===== src/design/mvt_pkg.sv =====
// ============================================================================
// mvt_pkg: shared types and constants of the 4x4 matrix-vector transform
// Word and fraction widths, matrix and product array types, opcode codes
// and the matrix write-port bundle.
// ============================================================================
package mvt_pkg;

    // Fixed-point format of matrix entries, vector components and results.
    localparam int WORD_BITS  = 32;
    localparam int FRAC_BITS  = 16;
    localparam int FIELD_BITS = 32;

    // Working word width: never wider than the 32-bit port fields.
    localparam int EFF_BITS   = (WORD_BITS < FIELD_BITS) ? WORD_BITS : FIELD_BITS;
    localparam int PROD_BITS  = 2 * EFF_BITS;
    localparam int SUM_BITS   = PROD_BITS + 2;
    localparam int SHIFT_BITS = SUM_BITS - FRAC_BITS;
    localparam int DIM        = 4;
    localparam int IDX_BITS   = $clog2(DIM);

    // Largest and smallest word values, sign-extended to the port width.
    localparam logic signed [FIELD_BITS-1:0] W_MAX =
        FIELD_BITS'((64'sd1 <<< (EFF_BITS - 1)) - 64'sd1);
    localparam logic signed [FIELD_BITS-1:0] W_MIN =
        FIELD_BITS'(-(64'sd1 <<< (EFF_BITS - 1)));

    typedef logic signed [EFF_BITS-1:0]  t_word;
    typedef logic signed [PROD_BITS-1:0] t_prod;
    typedef logic signed [FIELD_BITS-1:0] t_field;

    typedef t_word [DIM-1:0] t_vec;
    typedef t_vec  [DIM-1:0] t_mat;
    typedef t_prod [DIM-1:0] t_prod_row;
    typedef t_prod_row [DIM-1:0] t_prod_mat;
    typedef t_field [DIM-1:0] t_field_vec;

    typedef enum logic {
        OP_LOAD  = 1'b0,
        OP_XFORM = 1'b1
    } t_opcode;

    // Write port of the matrix store.
    typedef struct packed {
        logic                en;
        logic [IDX_BITS-1:0] row;
        logic [IDX_BITS-1:0] col;
        t_word               data;
    } t_mat_wr;

endpackage


===== src/design/mvt_mat_store.sv =====
// ============================================================================
// mvt_mat_store: 4x4 matrix register file
// Sixteen signed words, cleared at reset, one entry written per cycle,
// every entry visible at once to the multiplier array.
// ============================================================================
module mvt_mat_store (
    input  logic            i_clk,
    input  logic            i_rst_n,
    input  mvt_pkg::t_mat_wr i_wr,
    output mvt_pkg::t_mat   o_mat
);
    import mvt_pkg::*;

    t_mat r_mat;

    // Clear on reset; otherwise write the addressed entry.
    always_ff @(posedge i_clk) begin
        if (!i_rst_n) begin
            r_mat <= '0;
        end else if (i_wr.en) begin
            r_mat[i_wr.row][i_wr.col] <= i_wr.data;
        end
    end

    assign o_mat = r_mat;

endmodule


===== config.mk =====
export PLATFORM = sky130hd
export DESIGN_NAME = mvt_mat_store
export DESIGN_NICKNAME = d
export VERILOG_FILES = /design/src/design/mvt_pkg.sv /design/src/design/mvt_mat_store.sv
export SDC_FILE = /design/constraint.sdc
export NUM_CORES = 1
export LEC_CHECK = 0
export BUFFER_PORTS_ARGS = -buffer_cell sky130_fd_sc_hd__buf_2
export CAP_MARGIN = 20
export CORE_AREA = 4 4 213 215
export DETAILED_ROUTE_END_ITERATION = 16
export DIE_AREA = 0 0 217 219
export PLACE_DENSITY = 0.67
export SYNTH_ARGS = -nofsm -noshare
export SYNTH_HDL_FRONTEND = slang
export SYNTH_SLANG_ARGS = --single-unit

===== constraint.sdc =====
create_clock -name i_clk -period 2.14 [get_ports i_clk]
set_clock_uncertainty 0.2 [all_clocks]
set_input_delay 0.321 -clock i_clk [delete_from_list [all_inputs] [get_ports i_clk]]
set_output_delay 0.321 -clock i_clk [all_outputs]
set_load 0.005 [all_outputs]

# Yosys cells after proc, flatten, opt, wreduce, memory -nomap -nowiden
# Cells that the tools add are included.
# W data, S select, Z words.
[classes]
addsub = 0
n_mul = 0
div = 0
n_lt_le_gt_ge = 4
n_eq_ne = 0
shifts = 0
muxes = 5
bitwise = 0
reduce_logical = 2
[ops]
columns = ["operator", "n"]
rows = [
  ["$bwmux W512", 1],
  ["$demux W128 S2", 1],
  ["$mux W128", 1],
  ["$demux W32 S2", 1],
  ["$mux W32", 1],
  ["$lt A2 B3 Y1 const B", 2],
  ["$ge A2 B1 Y1 const B", 2],
  ["$logic_and A1 B1 Y1", 2],
]
[word_totals]
register_bits = 512
latch_bits = 0
ram_bits = 0
mem_bits_ro = 0
input_bits = 39
output_inout_bits = 512
elab_cells = 27
mem_count = 0

# Longest topological paths before layout
[logic_depth]
word_depth = 7
ltp_mapped = 5
ltp_nobuf = 3

# Least setup slack after synthesis
# Ideal clock, no wire load.
[synth_path]
kind = "input -> register"
startpoint = "input port i_wr[35] (netlist name)"
endpoint = "register r_mat (netlist bit o_mat[147])"
setup_ns = 0.132
t_arrival_ns = 1.271
setup_slack_ns = 0.537
stages = 5
n_path_buf = 2
path_cell_list = "nand3b_1 -> or3_1 -> clkbuf_1 -> buf_4 -> mux2i_1"
[synth_between]
elab_chain_cells = 5
word_cells_on_any_way = 6
[synth_rtl]
columns = ["element", "line_no", "source"]
rows = [
  ["start: declaration", "mvt_mat_store.sv:9", "input mvt_pkg::t_mat_wr i_wr,"],
  ["$lt A2 B3 Y1 (not written as such) or $ge A2 B1 Y1 (tied branches)", "mvt_mat_store.sv:21", "r_mat[i_wr.row][i_wr.col] <= i_wr.data;"],
  ["$logic_and A1 B1 Y1 (not written as such)", "mvt_mat_store.sv:21", ""],
  ["$mux W128 (not written as such)", "mvt_mat_store.sv:21", ""],
  ["$demux W128 S2 *", "mvt_mat_store.sv:21", ""],
  ["$bwmux W512 *", "mvt_mat_store.sv:21", ""],
  ["end signal: indexed assignment", "mvt_mat_store.sv:21", ""],
  ["end: declaration", "mvt_mat_store.sv:14", "t_mat r_mat;"],
]
# Mark *: on every way between the ends. The rest lies on a longest branch, timed or not.
# A chain may end at the register's enable or synchronous reset.

==> flow_summary.ini <==
[power]
switching_share_pct = 22.4
max-vdd-ir-drop_mv = 0.509
p_int_mw = 15.2
power.share.combinational_pct = 5.3
p_leak_nw = 11.5
p_seq_share_pct = 49.5
power_frac_clock_pct = 45.2
power.density_nw_per_um2 = 828
switchingPower_mw = 4.40

[global_route]
grt_max_degree = 91
antenna_found_initial = 2
grt_pass1_vias = 14400
grt_usage_pct = 24.2
grt-ovfl-total = 0
grt_first_pass_wirelength_um = 88500

[cts]
clk_latency_ns = 0.58
cts_tree = yes
cts_buffer_depth = 3
numCtsBuffers = 52
cts_setup_buffers = 0
cts.sinks = 512
h-tree-depth = 2
cts_resized = 0
path_clk_slew_ns = 0.06
cts_hold_buf = 3
cts_root_buffer = clkbuf_16

[logic_synthesis]
syn_area_per_cell_um2 = 10.5
yosysUniqueCellTypes = 14
yosysSeqAreaShare_pct = 56.2
ys_seq_elements = 512
synth_fp_nets = 1777
synth_cells = 1738
synth_area_um2 = 18200
yosys_warnings = 0

[floorplan]
ios = 551
die_x_um = 217
rows = 77
initial_core_util_pct = 41.7
fp.dieH_um = 219
fp.coreArea_um2 = 43700
die-area_um2 = 47500

[worst_setup_path]
worstPathArrival_ns = 2.08
cp.required_ns = 2.43
critical_path_class = in2reg
end_kind = flip-flop
rr_worst_depth = 2
startpoint_type = input pin
crit_fanout = 46

[placed_design]
place_area_um2 = 22000
io_buffers = 550
place_congestion = 0.825
hpwlAfterDp_um = 41700

[detailed_routing]
postRouteWirelength_um = 60400
vias = 14500
drt_iter0_drc = 760
vias_per_cell = 4.97
ant_nets = 0
wl_per_cell_um = 20.8
drc = 0
dr.pass1.iters = 5

[flow_run]
maxCapViolations = 0

[sta]
tns_ns = 0
tightest_slew_ns = 0.393
drv_slew = 0
grt_setup_unrepaired = false
hold_violations = 0
fmax_mhz = 558
fin_crit_sh_pct = 83.8
min_period_ns = 1.79
relSlewSlack_pct = 73.8
setup_violations = 0

[worst_hold_path]
hold_path_class = in2reg
min_path_cells = 3

[cells_and_area]
largest_reg_flops = 512
post-route-util_pct = 54.2
stdcell_area_um2 = 23700
nets = 2316
area_delta_synth_final_pct = 30.1
drive_above_1_share_pct = 30.9

[status]
status = completed
-- critical path: stages --
cell	delay (ns)
dlygate4sd3_1	0.57
buf_8	0.33
buf_12	0.20
buf_4	0.35
nand2_1	0.11
mux2i_1	0.15
-- layout make-up --
| cell class | count | area, um^2 |
|---|---|---|
| diodes | 1 | 2.50 |
| clock inverters | 8 | 96.3 |
| fillers | 3946 | 20000 |
| flip-flops and latches | 512 | 10200 |
| clock buffers | 84 | 1560 |
| repair buffers | 631 | 3680 |
| well taps | 592 | 741 |
| multi-input cells | 1080 | 7370 |
-- synth_stat cells --
library cell  instances  share of area (%)
nor3b_1               1              0.041
nand3b_1              4               0.16
clkbuf_1             71                1.5
buf_4                18               0.74
nor2b_1               1              0.034
buf_1                 4              0.082
buf_2                53                1.5
nand2b_1              3               0.10
dfxtp_1             512                 56
mux2i_1             512                 28
nand2_1             546                 11
or3_1                 2              0.069
nand3_1               1              0.027
nor2_1               10               0.21
-- stage by stage --
step | worst slack [ns] | hold slack [ns] | total power [mW] | cells
after floorplan | 0.537 | 0.251 | 10.4 | 1738
after global placement | 0.359 | 0.239 | 10.9 | 2812
after detailed placement | 0.322 | 0.243 | 11.0 | 2812
after CTS | 0.395 | 0.00642 | 19.8 | 2907
after global routing | 0.242 | 0.0369 | 20.3 | 2908
final | 0.347 | 0.0323 | 19.6 | 2908
-- worst paths after layout --
check                            end                    start  slack [ns]
max reg2reg   o_mat[71]$_SDFFE_PN0P_   o_mat[71]$_SDFFE_PN0P_        1.30
min          o_mat[416]$_SDFFE_PN0P_                  i_wr[0]        0.03
min reg2reg  o_mat[227]$_SDFFE_PN0P_  o_mat[227]$_SDFFE_PN0P_        0.25
max           o_mat[24]$_SDFFE_PN0P_                  i_rst_n        0.35
-- power groups by stage --
| stage | sequential [mW] | combinational [mW] | clock (mW) |
|---|---|---|---|
| floorplan | 9.94 | 0.490 | 0 |
| global placement | 9.92 | 1.02 | 0 |
| detailed placement | 9.93 | 1.03 | 0 |
| CTS | 9.72 | 1.04 | 9.06 |
| global route | 9.73 | 1.10 | 9.45 |
| finish | 9.72 | 1.03 | 8.87 |
-- kinds of logic after synthesis --
| group | share of synthesized area (%) |
|---|---|
| buffers and inverters | 3.74 |
| flip-flops | 56.2 |
| multiplexers | 28.1 |
| AND/OR/NAND/NOR | 11.9 |
-- per-layer routing --
metal	wire [um]	GRT usage (%)	part of all wire (%)
met5	20	0	0.033
met4	2570	10.5	4.3
met3	3970	5.84	6.6
met2	29300	41.7	49
met1	24500	28.7	41
-- cell usage in the layout, fill, tap and decap left out --
cell           netlist  routed
buf_12               0      24
nand3_1              1       1
nand2b_1             3       2
clkbuf_16            0      53
dlygate4sd3_1        0       3
nor2_1              10       1
nor2_4               0       9
bufinv_16            0       2
nor3b_1              1       1
inv_8                0       1
clkinv_2             0       5
nand3b_1             4       4
clkbuf_1            71      19
mux2i_1            512     512
nand2b_2             0       1
buf_2               53     549
nand2_1            546     545
buf_4               18      54
diode_2              0       1
dfxtp_1            512     512
or3_2                0       2
buf_8                0       1
clkbuf_8             0      12
nand2_2              0       1
nor2b_4              0       1
Note: power is estimated with default switching activity, not from simulation.
