## src/design/mvt_pkg.sv

```systemverilog
// ============================================================================
// mvt_pkg: shared types and constants of the 4x4 matrix-vector transform
// Word and fraction widths, matrix and product array types, opcode codes
// and the matrix write-port bundle.
// ============================================================================
package mvt_pkg;

    // Fixed-point format of matrix entries, vector components and results.
    localparam int WORD_BITS  = 32;
    localparam int FRAC_BITS  = 16;
    localparam int FIELD_BITS = 32;

    // Working word width: never wider than the 32-bit port fields.
    localparam int EFF_BITS   = (WORD_BITS < FIELD_BITS) ? WORD_BITS : FIELD_BITS;
    localparam int PROD_BITS  = 2 * EFF_BITS;
    localparam int SUM_BITS   = PROD_BITS + 2;
    localparam int SHIFT_BITS = SUM_BITS - FRAC_BITS;
    localparam int DIM        = 4;
    localparam int IDX_BITS   = $clog2(DIM);

    // Largest and smallest word values, sign-extended to the port width.
    localparam logic signed [FIELD_BITS-1:0] W_MAX =
        FIELD_BITS'((64'sd1 <<< (EFF_BITS - 1)) - 64'sd1);
    localparam logic signed [FIELD_BITS-1:0] W_MIN =
        FIELD_BITS'(-(64'sd1 <<< (EFF_BITS - 1)));

    typedef logic signed [EFF_BITS-1:0]  t_word;
    typedef logic signed [PROD_BITS-1:0] t_prod;
    typedef logic signed [FIELD_BITS-1:0] t_field;

    typedef t_word [DIM-1:0] t_vec;
    typedef t_vec  [DIM-1:0] t_mat;
    typedef t_prod [DIM-1:0] t_prod_row;
    typedef t_prod_row [DIM-1:0] t_prod_mat;
    typedef t_field [DIM-1:0] t_field_vec;

    typedef enum logic {
        OP_LOAD  = 1'b0,
        OP_XFORM = 1'b1
    } t_opcode;

    // Write port of the matrix store.
    typedef struct packed {
        logic                en;
        logic [IDX_BITS-1:0] row;
        logic [IDX_BITS-1:0] col;
        t_word               data;
    } t_mat_wr;

endpackage

```

## src/design/mvt_sum_sat.sv

```systemverilog
// ============================================================================
// mvt_sum_sat: row sums, truncation and saturation
// Adds the four products of each row, drops the fraction bits toward minus
// infinity, clips to the word range and registers the result beat.
// ============================================================================
module mvt_sum_sat (
    input  logic                i_clk,
    input  logic                i_en,
    input  mvt_pkg::t_prod_mat  i_prod,
    output mvt_pkg::t_field_vec o_res,
    output logic                o_sat
);
    import mvt_pkg::*;

    logic signed [SUM_BITS-1:0]   sum   [DIM];
    logic signed [SHIFT_BITS-1:0] shft  [DIM];
    logic [DIM-1:0]               ovf;
    t_field_vec                   n_res;
    t_field_vec                   r_res;
    logic                         r_sat;

    // Exact row sum, then an arithmetic shift by the fraction width.
    always_comb begin
        for (int r = 0; r < DIM; r++) begin
            sum[r] = SUM_BITS'($signed(i_prod[r][0])) + SUM_BITS'($signed(i_prod[r][1]))
                   + SUM_BITS'($signed(i_prod[r][2])) + SUM_BITS'($signed(i_prod[r][3]));
            shft[r] = $signed(sum[r][SUM_BITS-1:FRAC_BITS]);
        end
    end

    // Clip to the word range when the upper bits are not a pure sign run.
    always_comb begin
        for (int r = 0; r < DIM; r++) begin
            ovf[r] = (shft[r][SHIFT_BITS-1:EFF_BITS-1] != '0) &&
                     (shft[r][SHIFT_BITS-1:EFF_BITS-1] != '1);
            if (!ovf[r]) begin
                n_res[r] = FIELD_BITS'(t_word'(shft[r]));
            end else if (shft[r][SHIFT_BITS-1]) begin
                n_res[r] = W_MIN;
            end else begin
                n_res[r] = W_MAX;
            end
        end
    end

    // Result register.
    always_ff @(posedge i_clk) begin
        if (i_en) begin
            r_res <= n_res;
            r_sat <= |ovf;
        end
    end

    assign o_res = r_res;
    assign o_sat = r_sat;

endmodule

```

## config.mk

```make
export PLATFORM = sky130hd
export DESIGN_NAME = mvt_sum_sat
export DESIGN_NICKNAME = d
export VERILOG_FILES = /design/src/design/mvt_pkg.sv /design/src/design/mvt_sum_sat.sv
export SDC_FILE = /design/constraint.sdc
export NUM_CORES = 2
export LEC_CHECK = 0
export BUFFER_PORTS_ARGS = -buffer_cell sky130_fd_sc_hd__buf_2
export CORE_AREA = 5 5 452 454
export CTS_CLUSTER_DIAMETER = 40
export DETAILED_ROUTE_END_ITERATION = 10
export DIE_AREA = 0 0 457 459
export GPL_ROUTABILITY_DRIVEN = 0
export MAX_ROUTING_LAYER = met4
export PLACE_DENSITY_LB_ADDON = 0.1
export RECOVER_POWER = 100
export SLEW_MARGIN = 5
export SYNTH_ARGS = -nofsm -noshare
export SYNTH_HDL_FRONTEND = slang
export SYNTH_SLANG_ARGS = --single-unit
```

## constraint.sdc

```tcl
create_clock -name i_clk -period 16.05 [get_ports i_clk]
set_input_delay 0 -clock i_clk [delete_from_list [all_inputs] [get_ports i_clk]]
set_output_delay 0 -clock i_clk [all_outputs]
set_load 0.01 [all_outputs]
```

==> Word-level counts from Yosys, hierarchy flattened <==
Cells that the tools add are included.
{ "totals": {"regBits": 129, "input_bits": 1026} }
{ "op_classes": {"n_addsub": 12, "n_eq_ne": 4, "muxes": 8, "reduce_logical": 9} }
{ "op_table": {"columns": ["op", "n"], "rows": [
  ["$add A65 B64 Y66", 4],
  ["$add A66 B64 Y66", 4],
  ["$add A64 B64 Y65", 4],
  ["$mux W32", 8],
  ["$ne A19 B19 Y1 const B", 4],
  ["$reduce_bool A19 Y1", 4],
  ["$logic_and A1 B1 Y1", 4],
  ["$reduce_or A4 Y1", 1]
]} }

==> Depth between registers and ports, before layout <==
{ "depth": {"word_depth": 6, "ltp_mapped": 22, "ltp_nobuf": 18} }

==> Worst setup path after synthesis <==
No wires, ideal clock.
{ "synth_path": {"kind": "in2reg", "start": "input port i_prod[543] in the netlist's numbering", "end": "register r_sat, in the netlist o_sat (data pin)", "setup_ns": 0.272, "t_arrival_ns": 5.097, "t_required_ns": 15.778, "path_slack_ns": 10.681, "cell_stages": 19, "path_buffers": 1, "path_cell_list": "inv_1 fa_1 fa_1 inv_1 ha_1 buf_2 nand4_1 or3_4 or4_4 a31oi_4 o311ai_1 nand4b_1 o2111ai_1 a2111o_1 or4_1 or4b_1 a211oi_2 nor4_1 or4b_1"} }
{ "synth_between": {"elab_chain_len": 6, "elab_cells_between_ends": 7, "classes_between": "3 x add/sub; 1 x eq/ne; 3 x reduce/logical"} }
{ "synth_lines": {"columns": ["item", "line_no", "text"], "rows": [
  ["from (decl)", "mvt_sum_sat.sv:9", "input mvt_pkg::t_prod_mat i_prod,"],
  ["$add A64 B64 Y65 (*)", "mvt_sum_sat.sv:25", "sum[r] = SUM_BITS'($signed(i_prod[r][0])) + SUM_BITS'($signed(i_prod[r][1]))"],
  ["$add A65 B64 Y66 (*)", "mvt_sum_sat.sv:26", "+ SUM_BITS'($signed(i_prod[r][2])) + SUM_BITS'($signed(i_prod[r][3]));"],
  ["$add A66 B64 Y66 (*)", "mvt_sum_sat.sv:26", null],
  ["$ne A19 B19 Y1 / $reduce_bool A19 Y1 (equally long branches)", "mvt_sum_sat.sv:35, mvt_sum_sat.sv:34", null],
  ["$logic_and A1 B1 Y1 (*)", "mvt_sum_sat.sv:34", "ovf[r] = (shft[r][SHIFT_BITS-1:EFF_BITS-1] != '0) &&"],
  ["$reduce_or A4 Y1 (*)", "mvt_sum_sat.sv:50", "r_sat <= |ovf;"],
  ["to (signal assigned)", "mvt_sum_sat.sv:50", null],
  ["to (decl)", "mvt_sum_sat.sv:20", "logic r_sat;"]
]} }
Mark *: on every way between the ends. The rest lies on a longest branch, timed or not.
A chain may end at the register's enable or synchronous reset.

==> flow_metrics.env <==
export IMPL_p_per_area_nw_per_um2=124.0
export IMPL_antenna_found_initial=43
export IMPL_grt_max_degree=49
export IMPL_multiInputGateArea_um2=26290
export IMPL_worstPathArrival_ps=8700
export IMPL_setup_viol=0
export IMPL_synth_distinct_cells=87
export IMPL_fp_dieW_um=457
export IMPL_htree_levels=4
export IMPL_seq_area_um2=3874
export IMPL_internal_power_mw=2.455
export IMPL_slew_viol_final=385
export IMPL_cts_sinks=129
export IMPL_p_sw_frac=0.5543
export IMPL_violations="max-capacitance violations, max-slew violations"
export IMPL_syn_inst=4332
export IMPL_path_clk_slew_ps=70
export IMPL_pwr_share_clk=0.086
export IMPL_drv_cap=11
export IMPL_drc=0
export IMPL_synth_main_ff_cell="edfxtp_1"
export IMPL_die_height_um=459
export IMPL_rsz0062_at_grt="false"
export IMPL_critPathCaptureType="register"
export IMPL_pwr_share_seq=0.125
export IMPL_syn_to_final_growth_pct=26.04
export IMPL_path_class="input port to register"
export IMPL_critPathTopFamily="compound AO/OA/AOI/OAI gates"
export IMPL_min_path_type="input port to register"
export IMPL_synth_top_area_cell="fa_1"
export IMPL_grt_util_all_layers=0.1666
export IMPL_peakVddDrop_mv=0.09468
export IMPL_period_minus_slack_ps=8578
export IMPL_dpl_cell_area_um2=43960
export IMPL_die_area_um2=209800
export IMPL_combPwrFrac=0.788
export IMPL_synthesis_nets=6122
export IMPL_grt_pass1_wl_um=250500
export IMPL_start_util=0.1770
export IMPL_slew_headroom=-1.254
export IMPL_wirelength_um=175200
export IMPL_synthArstFlopShare=0
export IMPL_required_ps=16170
export IMPL_fmax_mhz=116.6
export IMPL_whs_ps=314.3
export IMPL_final_layout_size_suffix_gt1_frac=0.1998
export IMPL_rows=164
export IMPL_avgSynthCellArea_um2=8.139
export IMPL_synth_edf_count=129
export IMPL_synth_seq_cells=129
export IMPL_port_buffers=1154
export IMPL_yosysSeqAreaShare=0.1099
export IMPL_gr_total_overflow=0
export IMPL_hold_buffers=1
export IMPL_fin_area_um2=44440
export IMPL_core_area_um2=199200
export IMPL_final_antenna_net_count=0
export IMPL_drt_iter0_markers=1567
export IMPL_worst_slew_pin_slew_ps=3381
export IMPL_finalHoldViolations=0
export IMPL_yosys_warnings=0
export IMPL_yosys_top_cells_area="fa_1 (29%), inv_1 (13%), edfxtp_1 (11%)"
export IMPL_cts_setup_buffers=0
export IMPL_dp_hpwl_um=159900
export IMPL_final_cells=8088
export IMPL_crit_chain="buf_2, inv_1, fa_1, inv_1, fa_1, ha_1, nand4bb_1, a22oi_1, nand3_1, a2111oi_0, nor3_1, o31ai_1, a21boi_0, nor3_1, nor3_2, clkbuf_1, nand4_1, o41a_1, clkbuf_1, mux2i_1"
export IMPL_dr_pass1_iters=7
export IMPL_syn_cell_area_um2=35260
export IMPL_yosys_area_top_type_share=0.2907
export IMPL_cts_root_buf="clkbuf_16"
export IMPL_worstSetupStartpointType="input port"
export IMPL_fillers=22580
export IMPL_worstPathMaxFanout=33
export IMPL_cts_tree="built"
export IMPL_leakagePower_nw=22.89
export IMPL_holdPathStages=5
export IMPL_outcome="finished, violations left"
export IMPL_tns_ps=0
export IMPL_cp_buffers_inverters=5
export IMPL_grt_pass1_vias=36660
export IMPL_cp_num_cells=20
export IMPL_num_nets_final=7179
export IMPL_switchingPower_mw=3.053
export IMPL_cts_buffers=17
export IMPL_cts_resized=0
export IMPL_vias_per_cell=4.149
export IMPL_timing_final_crit_share=0.5344
export IMPL_wire_per_inst_um=21.67
export IMPL_slowest_stage="clkbuf_1"
export IMPL_slowest_delay_ps=1410
export IMPL_cts_buffer_depth=2
export IMPL_place_inst=8025
export IMPL_ioPinCount=1155
export IMPL_vias=33550
==> final timing paths <==
| kind | from | endpoint | slack, ps |
|---|---|---|---|
| max | i_prod[257] | o_res[53]$_DFFE_PP_ | 7470 |
| min | i_prod[494] | o_res[62]$_DFFE_PP_ | 310 |
==> stage by stage <==
| step | utilization | setup WS, ps | power (mW) |
|---|---|---|---|
| after floorplan | - | 10680 | 3.448 |
| after global placement | 0.2207 | 8425 | 5.167 |
| after detailed placement | 0.2207 | 8572 | 5.129 |
| after CTS | 0.2238 | 9100 | 5.656 |
| after global routing | 0.2230 | 6749 | 6.050 |
| final | 0.2230 | 7472 | 5.508 |
==> cell usage after synthesis (6+ instances only) <==
library cell,count
a31oi_1,30
clkbuf_1,114
a211oi_1,28
mux2i_1,127
fa_1,512
xnor2_1,109
a221oi_1,14
or4_1,13
inv_1,1222
o21a_1,24
buf_2,11
nor2b_1,15
or3_1,14
nor2_1,188
o2111ai_1,7
nand2b_1,14
and4_1,14
o21ai_1,14
a21o_1,77
a41oi_1,6
ha_1,252
a21oi_1,318
xor2_1,73
nand4_1,103
o31ai_1,20
edfxtp_1,129
nor3b_1,7
o21ai_0,165
and3_1,23
a211o_1,7
nand3_1,69
a21boi_0,8
o211ai_1,35
nor4_1,32
nand2_1,274
o21bai_1,61
and2_1,20
or2_2,8
nor3_1,60
o41ai_1,6
a311oi_1,6
==> per-layer routing <==
metal,track usage,share of wire,vias to the layer above
li1,-,-,16180
met1,0.1962,0.42,16330
met2,0.2883,0.51,918
met3,0.03237,0.049,124
met4,0.04907,0.027,0
met5,-,0,-
==> registers in the layout, summed over array words and instances, names as in the netlist <==
signal and flops:
o_res 128, o_sat 1
==> power groups by stage <==
stage          logic, mW  clock network, mW  registers (mW)
3_3_place_gp        4.48                  0           0.691
5_1_grt             4.84              0.506           0.707
2_1_floorplan       2.70                  0           0.752
3_5_place_dp        4.44                  0           0.687
6_report            4.34              0.475           0.690
4_1_cts             4.47              0.500           0.685
==> layout make-up <==
cell class	instances	share of cell area
diodes	31	0.001746
clock buffers	19	0.009742
clock inverters	12	0.004280
inverters	1222	0.1032
multi-input cells	2853	0.5915
flip-flops and latches	129	0.08717
well taps	2656	0.07478
repair buffers	1166	0.1275
==> placed cells by master (no fill, tap or decap), drive strengths merged, types with 7 or more instances in the layout <==
cell,instances
inv,1222
buf,1024
fa,512
a21oi,319
nand2,274
ha,252
nor2,188
o21ai,179
clkbuf,160
edfxtp,129
mux2i,127
xnor2,109
nand4,103
a21o,77
xor2,73
nand3,69
o21bai,61
nor3,60
o211ai,35
nor4,32
diode,31
a31oi,31
a211oi,30
o21a,24
and3,23
and2,20
o31ai,20
nor2b,15
or3,15
nand2b,14
a221oi,14
and4,14
or4,14
a21boi,9
or2,9
a211o,7
nor3b,7
o2111ai,7
==> logic make-up after synthesis <==
| family | count (synthesis) | share of synthesized area |
|---|---|---|
| AOI/OAI and AO/OA | 894 | 0.1597 |
| xor gates and xnor gates | 182 | 0.04521 |
| adders and majority gates | 764 | 0.3801 |
| buffers and inverters | 1350 | 0.1445 |
| DFF | 129 | 0.1099 |
| muxes | 131 | 0.03733 |
| and+or+nand+nor | 882 | 0.1232 |
Note: power is estimated with default switching activity, not from simulation.
